$ cat src/rtl/fcca_pkg.sv
package fcca_pkg;

    localparam int ADDR_W     = 10;
    localparam int ENTRY_W    = 32;
    localparam int CNT_W      = 11;
    localparam int FUNC_W     = 3;
    localparam int STATUS_W   = 2;
    localparam int CFG_IDX_W  = 2;
    localparam int CFG_DATA_W = 11;

    // s_tdata: cluster_addr, entry_value, zero pad
    localparam int S_TDATA_W  = 48;
    // m_tdata: cluster_out, entry_out, free_count, zero pad
    localparam int M_TDATA_W  = 56;

    localparam logic [FUNC_W-1:0] FN_FORMAT = 3'd0;
    localparam logic [FUNC_W-1:0] FN_EXTEND = 3'd1;
    localparam logic [FUNC_W-1:0] FN_READ   = 3'd2;
    localparam logic [FUNC_W-1:0] FN_WRITE  = 3'd3;
    localparam logic [FUNC_W-1:0] FN_RESCAN = 3'd4;

    localparam logic [CFG_IDX_W-1:0] CFG_FAT_CLUSTERS = 2'd0;
    localparam logic [CFG_IDX_W-1:0] CFG_ROOT_DIR     = 2'd1;
    localparam logic [CFG_IDX_W-1:0] CFG_SCAN_LIMIT   = 2'd2;

    localparam logic [ENTRY_W-1:0] EOC_MARK  = 32'hFFFF_FFFF;
    localparam logic [ENTRY_W-1:0] FREE_MARK = 32'h0000_0000;

    typedef enum logic [STATUS_W-1:0] {
        RS_OK    = 2'd0,
        RS_FULL  = 2'd1,
        RS_RANGE = 2'd2
    } status_e;

    // controller -> datapath
    typedef struct packed {
        logic load;        // capture an input item
        logic walk;        // write one table entry of the format/clear sweep
        logic walk_zero;   // sweep writes free marks only
        logic fmt_free;    // reload free count for a format
        logic ext_link;    // chain end -> next free
        logic ext_mark;    // next free -> end of chain
        logic scan_start;
        logic scan_run;
        logic rd_capture;
        logic wr_entry;
        logic out_load;
    } cmd_t;

    // datapath -> controller
    typedef struct packed {
        logic [FUNC_W-1:0] func;
        logic              addr_ok;
        logic              full;
        logic              walk_last;
        logic              scan_done;
        logic              out_free;
    } stat_t;

endpackage

$ cat src/rtl/fcca_ctrl.sv
module fcca_ctrl (
    input  logic            aclk,
    input  logic            aresetn,
    input  logic            s_tvalid,
    output logic            s_tready,
    input  fcca_pkg::stat_t stat,
    output fcca_pkg::cmd_t  cmd
);
    import fcca_pkg::*;

    typedef enum logic [3:0] {
        S_CLEAR,
        S_IDLE,
        S_DECODE,
        S_FORMAT,
        S_EXT_LINK,
        S_EXT_MARK,
        S_SCAN,
        S_READ,
        S_READ_CAP,
        S_WRITE,
        S_DONE
    } state_t;

    state_t state_reg;
    state_t state_next;

    always_comb begin
        state_next = state_reg;
        cmd        = '0;
        case (state_reg)
            S_CLEAR: begin
                cmd.walk      = 1'b1;
                cmd.walk_zero = 1'b1;
                if (stat.walk_last) begin
                    state_next = S_IDLE;
                end
            end
            S_IDLE: begin
                if (s_tvalid) begin
                    cmd.load   = 1'b1;
                    state_next = S_DECODE;
                end
            end
            S_DECODE: begin
                case (stat.func)
                    FN_FORMAT: state_next = S_FORMAT;
                    FN_EXTEND: begin
                        state_next = (stat.addr_ok && !stat.full) ? S_EXT_LINK : S_DONE;
                    end
                    FN_READ:  state_next = stat.addr_ok ? S_READ : S_DONE;
                    FN_WRITE: state_next = stat.addr_ok ? S_WRITE : S_DONE;
                    FN_RESCAN: begin
                        cmd.scan_start = 1'b1;
                        state_next     = S_SCAN;
                    end
                    default: state_next = S_DONE;
                endcase
            end
            S_FORMAT: begin
                cmd.walk     = 1'b1;
                cmd.fmt_free = 1'b1;
                if (stat.walk_last) begin
                    cmd.scan_start = 1'b1;
                    state_next     = S_SCAN;
                end
            end
            S_EXT_LINK: begin
                cmd.ext_link = 1'b1;
                state_next   = S_EXT_MARK;
            end
            S_EXT_MARK: begin
                cmd.ext_mark   = 1'b1;
                cmd.scan_start = 1'b1;
                state_next     = S_SCAN;
            end
            S_SCAN: begin
                cmd.scan_run = 1'b1;
                if (stat.scan_done) begin
                    state_next = S_DONE;
                end
            end
            S_READ: state_next = S_READ_CAP;
            S_READ_CAP: begin
                cmd.rd_capture = 1'b1;
                state_next     = S_DONE;
            end
            S_WRITE: begin
                cmd.wr_entry = 1'b1;
                state_next   = S_DONE;
            end
            S_DONE: begin
                if (stat.out_free) begin
                    cmd.out_load = 1'b1;
                    state_next   = S_IDLE;
                end
            end
            default: state_next = S_IDLE;
        endcase
    end

    always_ff @(posedge aclk) begin
        if (!aresetn) begin
            state_reg <= S_CLEAR;
        end else begin
            state_reg <= state_next;
        end
    end

    assign s_tready = state_reg == S_IDLE;

endmodule

$ cat config.mk
export PLATFORM = sky130hd
export DESIGN_NAME = fcca_ctrl
export DESIGN_NICKNAME = d
export VERILOG_FILES = /design/src/rtl/fcca_pkg.sv /design/src/rtl/fcca_ctrl.sv
export SDC_FILE = /design/constraint.sdc
export NUM_CORES = 1
export LEC_CHECK = 0
export BUFFER_PORTS_ARGS = -buffer_cell sky130_fd_sc_hd__buf_4
export CORE_MARGIN = 3
export CORE_UTILIZATION = 33
export CTS_CLUSTER_DIAMETER = 150
export CTS_CLUSTER_SIZE = 16
export DETAILED_ROUTE_END_ITERATION = 6
export GPL_TIMING_DRIVEN = 0
export PLACE_DENSITY = 0.63
export SETUP_SLACK_MARGIN = 0.1
export SLEW_MARGIN = 20
export SYNTH_ARGS = -nofsm -noshare
export SYNTH_HDL_FRONTEND = slang
export SYNTH_SLANG_ARGS = --single-unit
export TNS_END_PERCENT = 50
$ cat constraint.sdc
create_clock -name aclk -period 4.13 [get_ports aclk]
set_clock_uncertainty 0.15 [all_clocks]
set_input_delay 1.0325 -clock aclk [delete_from_list [all_inputs] [get_ports aclk]]
set_output_delay 1.0325 -clock aclk [all_outputs]
set_load 0.03 [all_outputs]
==> impl_metrics.env, run 1 <==
export IMPL_status="finished clean"
export IMPL_drc=0
export IMPL_cts_resized=0
export IMPL_placed_area_um2=722
export IMPL_initial_core_util_pct=38.0
export IMPL_seqPwrFrac_pct=15.1
export IMPL_finalInstanceArea_um2=744
export IMPL_cts_hold_buffers=0
export IMPL_switching_share_pct=50.5
export IMPL_area_delta_synth_final_pct=38.4
export IMPL_ys_seq_area_share_pct=14.9
export IMPL_io_buffers=22
export IMPL_dp_hpwl_um=1280
export IMPL_worst_slack_ns=1.08
export IMPL_power_density_mw_per_mm2=542
export IMPL_grt_start_max_net_pins=11
export IMPL_yosysTopAreaCellShare_pct=14.9
export IMPL_yosys_area_share_xor_xnor_pct=1.63
export IMPL_antenna_left=0
export IMPL_timing_setup_tns_ns=0
export IMPL_cts_tree="done"
export IMPL_ios=23
export IMPL_rows=13
export IMPL_clk_pin_slew_worst_paths_ns=0.03
export IMPL_htree_levels=1
export IMPL_setup_violations=0
export IMPL_cp_arrival_ns=1.87
export IMPL_hold_violations=0
export IMPL_post_synth_mux_area_share_pct=0
export IMPL_grt_pass1_wl_um=2700
export IMPL_post_place_ws_ns=1.10
export IMPL_vdd_drop_max_mv=0.307
export IMPL_fin_crit_sh_pct=73.9
export IMPL_p_int_w=0.000200
export IMPL_grt_overflow_total=0
export IMPL_clkPwrFrac_pct=11.4
export IMPL_end_kind="output port"
export IMPL_crit_path_max_fanout=7
export IMPL_n_antenna_cell=0
export IMPL_leakage_nw=0.361
export IMPL_required_ns=2.95
export IMPL_fp_dieW_um=46.4
export IMPL_drtIter0Drc=28
export IMPL_die_height_um=46.4
export IMPL_cts_root_buf="clkbuf_4"
export IMPL_yosysMostFrequentCell="nor2_1"
export IMPL_rsz0062_at_grt="false"
export IMPL_largest_register_ffs=4
export IMPL_coreArea_mm2=0.00142
export IMPL_grt_pass1_vias=605
export IMPL_drtPass1Iterations=4
export IMPL_synth_top_family_by_area="simple AND/OR/NAND/NOR gates"
export IMPL_cap_violations=0
export IMPL_hp_class="reg2reg"
export IMPL_postSynthCellCount=80
export IMPL_via_per_inst=5.75
export IMPL_via_count=690
export IMPL_synth_edf_count=0
export IMPL_wl_per_cell_um=13.1
export IMPL_drive_gt1_share_pct=29.5
export IMPL_cts_made_buffers=3
export IMPL_antenna_found_initial=0
export IMPL_synthTopCellsByArea="dfxtp_1, a211o_1, nor3_1, nor2_1, nand2b_1"
export IMPL_p_sw_w=0.000204
export IMPL_share_comb_of_total_power_pct=73.5
export IMPL_clkSinkCount=4
export IMPL_routed_wl_um=1570
export IMPL_synthSimpleGateAreaFrac_pct=42.3
export IMPL_cts_setup_buffers=0
export IMPL_ys_warn_count=0
export IMPL_grt_total_usage_pct=17.5
export IMPL_synth_main_ff_cell="dfxtp_1"
export IMPL_synth_fa_ha_area_share_pct=0
export IMPL_avgSynthCellArea_um2=6.73
export IMPL_slew_violations=0
export IMPL_clockBufferDepth=2
export IMPL_dieArea_mm2=0.00215
export IMPL_final_nets=118
export IMPL_synth_seq_cells=4
export IMPL_criticalPathCategory="in2out"
export IMPL_clkLatencyLatePin_ns=0.23
export IMPL_slew_headroom_pct=62.4
export IMPL_max_freq_mhz=327
export IMPL_period_needed_ns=3.05
export IMPL_yosysTopAreaCell="dfxtp_1"
export IMPL_synth_area_um2=538
export IMPL_syn_num_nets=91
export IMPL_synth_commonest_cells="nor2_1, nor3_1, nand2b_1, o21ai_0"
export IMPL_synth_distinct_cells=35
export IMPL_final_core_util_pct=52.6
export IMPL_async_reset_ff_share_pct=0
export IMPL_startpoint_type="input pin"
export IMPL_synth_compound_area_share_pct=34.7
export IMPL_gp_congestion=0.844
export IMPL_worst_pin_slew_ns=0.559
[final timing paths]
| path | from | end | slack (ns) | depth (start not counted) |
|---|---|---|---|---|
| setup / recovery | stat[6] | cmd[4] | 1.08 | 6 |
| hold / removal | state_reg[0] | state_reg[0] | 0.65 | 3 |
| setup reg to reg | state_reg[3] | state_reg[3] | 2.53 | 4 |
| hold reg to reg | state_reg[0] | state_reg[0] | 0.65 | 3 |
[metal layers]
| layer | vias up | routed length [µm] | GRT usage [%] |
|---|---|---|---|
| met3 | 4 | 70 | 2.34 |
| met2 | 19 | 751 | 26.6 |
| met5 | - | 0 | 0 |
| met4 | 0 | 29 | 9.66 |
| li1 | 347 | - | - |
| met1 | 320 | 720 | 23.5 |
[power groups by stage]
stage	Sequential, W	Combinational [W]	Clock [W]
finish	0.0000610	0.000297	0.0000461
detailed placement	0.0000615	0.000297	0
floorplan	0.0000590	0.000210	0
global route	0.0000624	0.000327	0.0000531
global placement	0.0000611	0.000294	0
CTS	0.0000608	0.000297	0.0000492
[logic make-up (layout without fill, tap and decap cells)]
group	Yosys count	in the layout
flops	4	4
compound gates	26	26
xor+xnor	1	1
buf+inv	8	33
simple gates	41	41
[critical path, stage by stage]
cell,delay (ns)
buf_4,0.13
nor2_1,0.18
a31oi_1,0.11
o22a_1,0.16
nor2_1,0.08
buf_4,0.16
[cell usage in the layout, fill, tap and decap left out, types with 2 or more instances in the layout]
cell,n
a211o_1,4
a21oi_1,4
and2_1,2
and3_1,2
buf_2,4
buf_4,22
clkbuf_4,3
dfxtp_1,4
inv_1,2
nand2_1,4
nand2b_1,5
nor2_1,9
nor2b_1,2
nor3_1,7
nor4_1,2
o211a_1,2
o21ai_0,5
o21ai_1,2
or3b_1,2
[area by class of cell]
class	count	area [µm²]
Fill cell	156	671
Timing Repair Buffer	22	165
Sequential cell	4	80.1
Multi-Input combinational cell	68	423
Tap cell	15	18.8
Buffer	5	23.8
Clock buffer	3	22.5
Inverter	3	11.3
[through the flow]
step	hold slack (ns)	instances	power [W]
2_1_floorplan	0.546	80	0.000269
3_3_place_gp	0.632	117	0.000355
3_5_place_dp	0.650	117	0.000358
4_1_cts	0.660	120	0.000407
5_1_grt	0.725	120	0.000442
6_report	0.651	120	0.000404
Power figures use the tool's default switching activity.
==> run 2, diff against run 1 <==
--- a/config.mk
+++ b/config.mk
@@ -12,7 +12,7 @@
 export CTS_CLUSTER_SIZE = 16
 export DETAILED_ROUTE_END_ITERATION = 6
 export GPL_TIMING_DRIVEN = 0
-export PLACE_DENSITY = 0.63
+export PLACE_DENSITY = 0.65
 export SETUP_SLACK_MARGIN = 0.1
 export SLEW_MARGIN = 20
 export SYNTH_ARGS = -nofsm -noshare
==> constraint.sdc (replaced) <==
create_clock -name aclk -period 2.6 [get_ports aclk]
set_clock_uncertainty 0.15 [all_clocks]
set_input_delay 0.65 -clock aclk [delete_from_list [all_inputs] [get_ports aclk]]
set_output_delay 0.65 -clock aclk [all_outputs]
set_load 0.03 [all_outputs]
==> run 2 against run 1 <==
- register-to-register slack worse by 1.5 ns
- critical endpoint unchanged
- critical path depth shrank 1
- via count shrank 3.5%
- global-route usage is 0.71 points lower
- largest power group unchanged
- power rose by 59%
- first-iteration DRC count down 89%
- sequential power grew 58%
- final cell count unchanged
- non-clock buffer count stayed put
- clock-buffer cell count is the same
- clock power grew 57%
==> impl_metrics.env, run 2 (synthesis results as in run 1) <==
export IMPL_fp_dieW_um=46.4
export IMPL_cts_resized=0
export IMPL_r2r_setup_slack_ns=0.99
export IMPL_cts_root_buf="clkbuf_4"
export IMPL_via_count=666
export IMPL_clkLatencyLatePin_ns=0.23
export IMPL_clkSinkCount=4
export IMPL_grt_total_usage_pct=16.8
export IMPL_vdd_drop_max_mv=0.438
export IMPL_drtPass1Iterations=4
export IMPL_end_kind="output port"
export IMPL_startpoint_type="flip-flop"
export IMPL_hold_violations=0
export IMPL_setup_violations=0
export IMPL_final_common_cell="buf_4"
export IMPL_clk_pin_slew_worst_paths_ns=0.03
export IMPL_grt_start_max_net_pins=11
export IMPL_period_needed_ns=2.28
export IMPL_drtIter0Drc=3
export IMPL_drive_gt1_share_pct=30.5
export IMPL_fin_crit_sh_pct=87.7
export IMPL_worst_slack_ns=0.319
export IMPL_dieArea_mm2=0.00215
export IMPL_grt_overflow_total=0
export IMPL_grt_pass1_wl_um=2640
export IMPL_cp_arrival_ns=1.48
export IMPL_slew_violations=0
export IMPL_htree_levels=1
export IMPL_antenna_left=0
export IMPL_worst_pin_slew_ns=0.591
export IMPL_crit_start="state_reg[2]"
export IMPL_rsz0062_at_grt="false"
export IMPL_drc=0
export IMPL_io_buffers=22
export IMPL_n_antenna_cell=0
export IMPL_wl_met3_um=85
export IMPL_cts_hold_buffers=0
export IMPL_hp_class="in2reg"
export IMPL_max_freq_mhz=438
export IMPL_routed_top_layer="met3"
export IMPL_post_place_ws_ns=0.333
export IMPL_leakage_nw=0.364
export IMPL_initial_core_util_pct=38.0
export IMPL_clockBufferDepth=2
export IMPL_routedLengthMet1_um=698
export IMPL_min_from="aresetn"
export IMPL_cts_setup_buffers=0
export IMPL_ios=23
export IMPL_final_nets=118
export IMPL_rows=13
export IMPL_required_ns=1.80
export IMPL_area_delta_synth_final_pct=39.3
export IMPL_grt_pass1_vias=623
export IMPL_layout_common_cells="buf_4, nor2_1, nor3_1"
export IMPL_routed_wl_um=1520
export IMPL_coreArea_mm2=0.00142
export IMPL_gp_congestion=0.836
export IMPL_wl_met2_um=739
export IMPL_via_per_inst=5.55
export IMPL_criticalPathCategory="reg2out"
export IMPL_largest_register_ffs=4
export IMPL_die_height_um=46.4
export IMPL_slew_headroom_pct=60.2
export IMPL_cts_tree="done"
export IMPL_status="finished clean"
export IMPL_power_density_mw_per_mm2=858
export IMPL_crit_path_max_fanout=10
export IMPL_cap_violations=0
export IMPL_cts_made_buffers=3
export IMPL_dp_hpwl_um=1230
export IMPL_r2r_start="state_reg[3]"
export IMPL_antenna_found_initial=0
export IMPL_timing_setup_tns_ns=0
export IMPL_wl_per_cell_um=12.7
-- run 2: cell count changes in the layout (fill, tap and decap cells not counted) --
cell,change
nor3_1,-1
nor3_2,+1
-- run 2: worst max-delay path, cell delays in order (launching register included) --
cell      delay [ns]
dfxtp_1         0.40
buf_2           0.25
nand2b_1        0.14
o22a_1          0.22
nor2_1          0.08
buf_4           0.17
-- run 2: routing by layer --
| layer | vias to the layer above | GRT usage (%) |
|---|---|---|
| li1 | 351 | - |
| met1 | 297 | 21.7 |
| met2 | 18 | 28.3 |
| met5 | - | 0 |
| met4 | 0 | 8.52 |
| met3 | 0 | 0.391 |
-- run 2: final timing paths --
kind / endpoint / cells after the start
hold / removal: state_reg[3] / 2
setup reg to reg: state_reg[3] / 4
setup / recovery: cmd[4] / 5
hold reg to reg: state_reg[3] / 4
-- run 2: where the power goes --
| part | internal [W] | total [W] | switching (W) |
|---|---|---|---|
| Sequential | 0.0000776 | 0.0000964 | 0.0000188 |
| Combinational | 0.000190 | 0.000474 | 0.000284 |
| Clock | 0.0000513 | 0.0000725 | 0.0000212 |
-- run 2: final cells by class --
class | instances | area, µm²
Multi-Input combinational cell | 68 | 428
Tap cell | 15 | 18.8
Timing Repair Buffer | 22 | 165
Fill cell | 148 | 666
Buffer | 5 | 23.8
Clock buffer | 3 | 22.5
Inverter | 3 | 11.3
Sequential cell | 4 | 80.1
-- run 2: through the flow --
step | area, µm² | power, W | utilization (%) | hold slack, ns | std cells
final | 749 | 0.000643 | 53.0 | 0.548 | 120
after global routing | 749 | 0.000703 | 53.0 | 0.552 | 120
after CTS | 749 | 0.000650 | 53.0 | 0.535 | 120
after detailed placement | 727 | 0.000571 | 51.4 | 0.651 | 117
after global placement | 727 | 0.000566 | 51.4 | 0.630 | 117
after floorplan | 543 | 0.000431 | - | 0.546 | 80
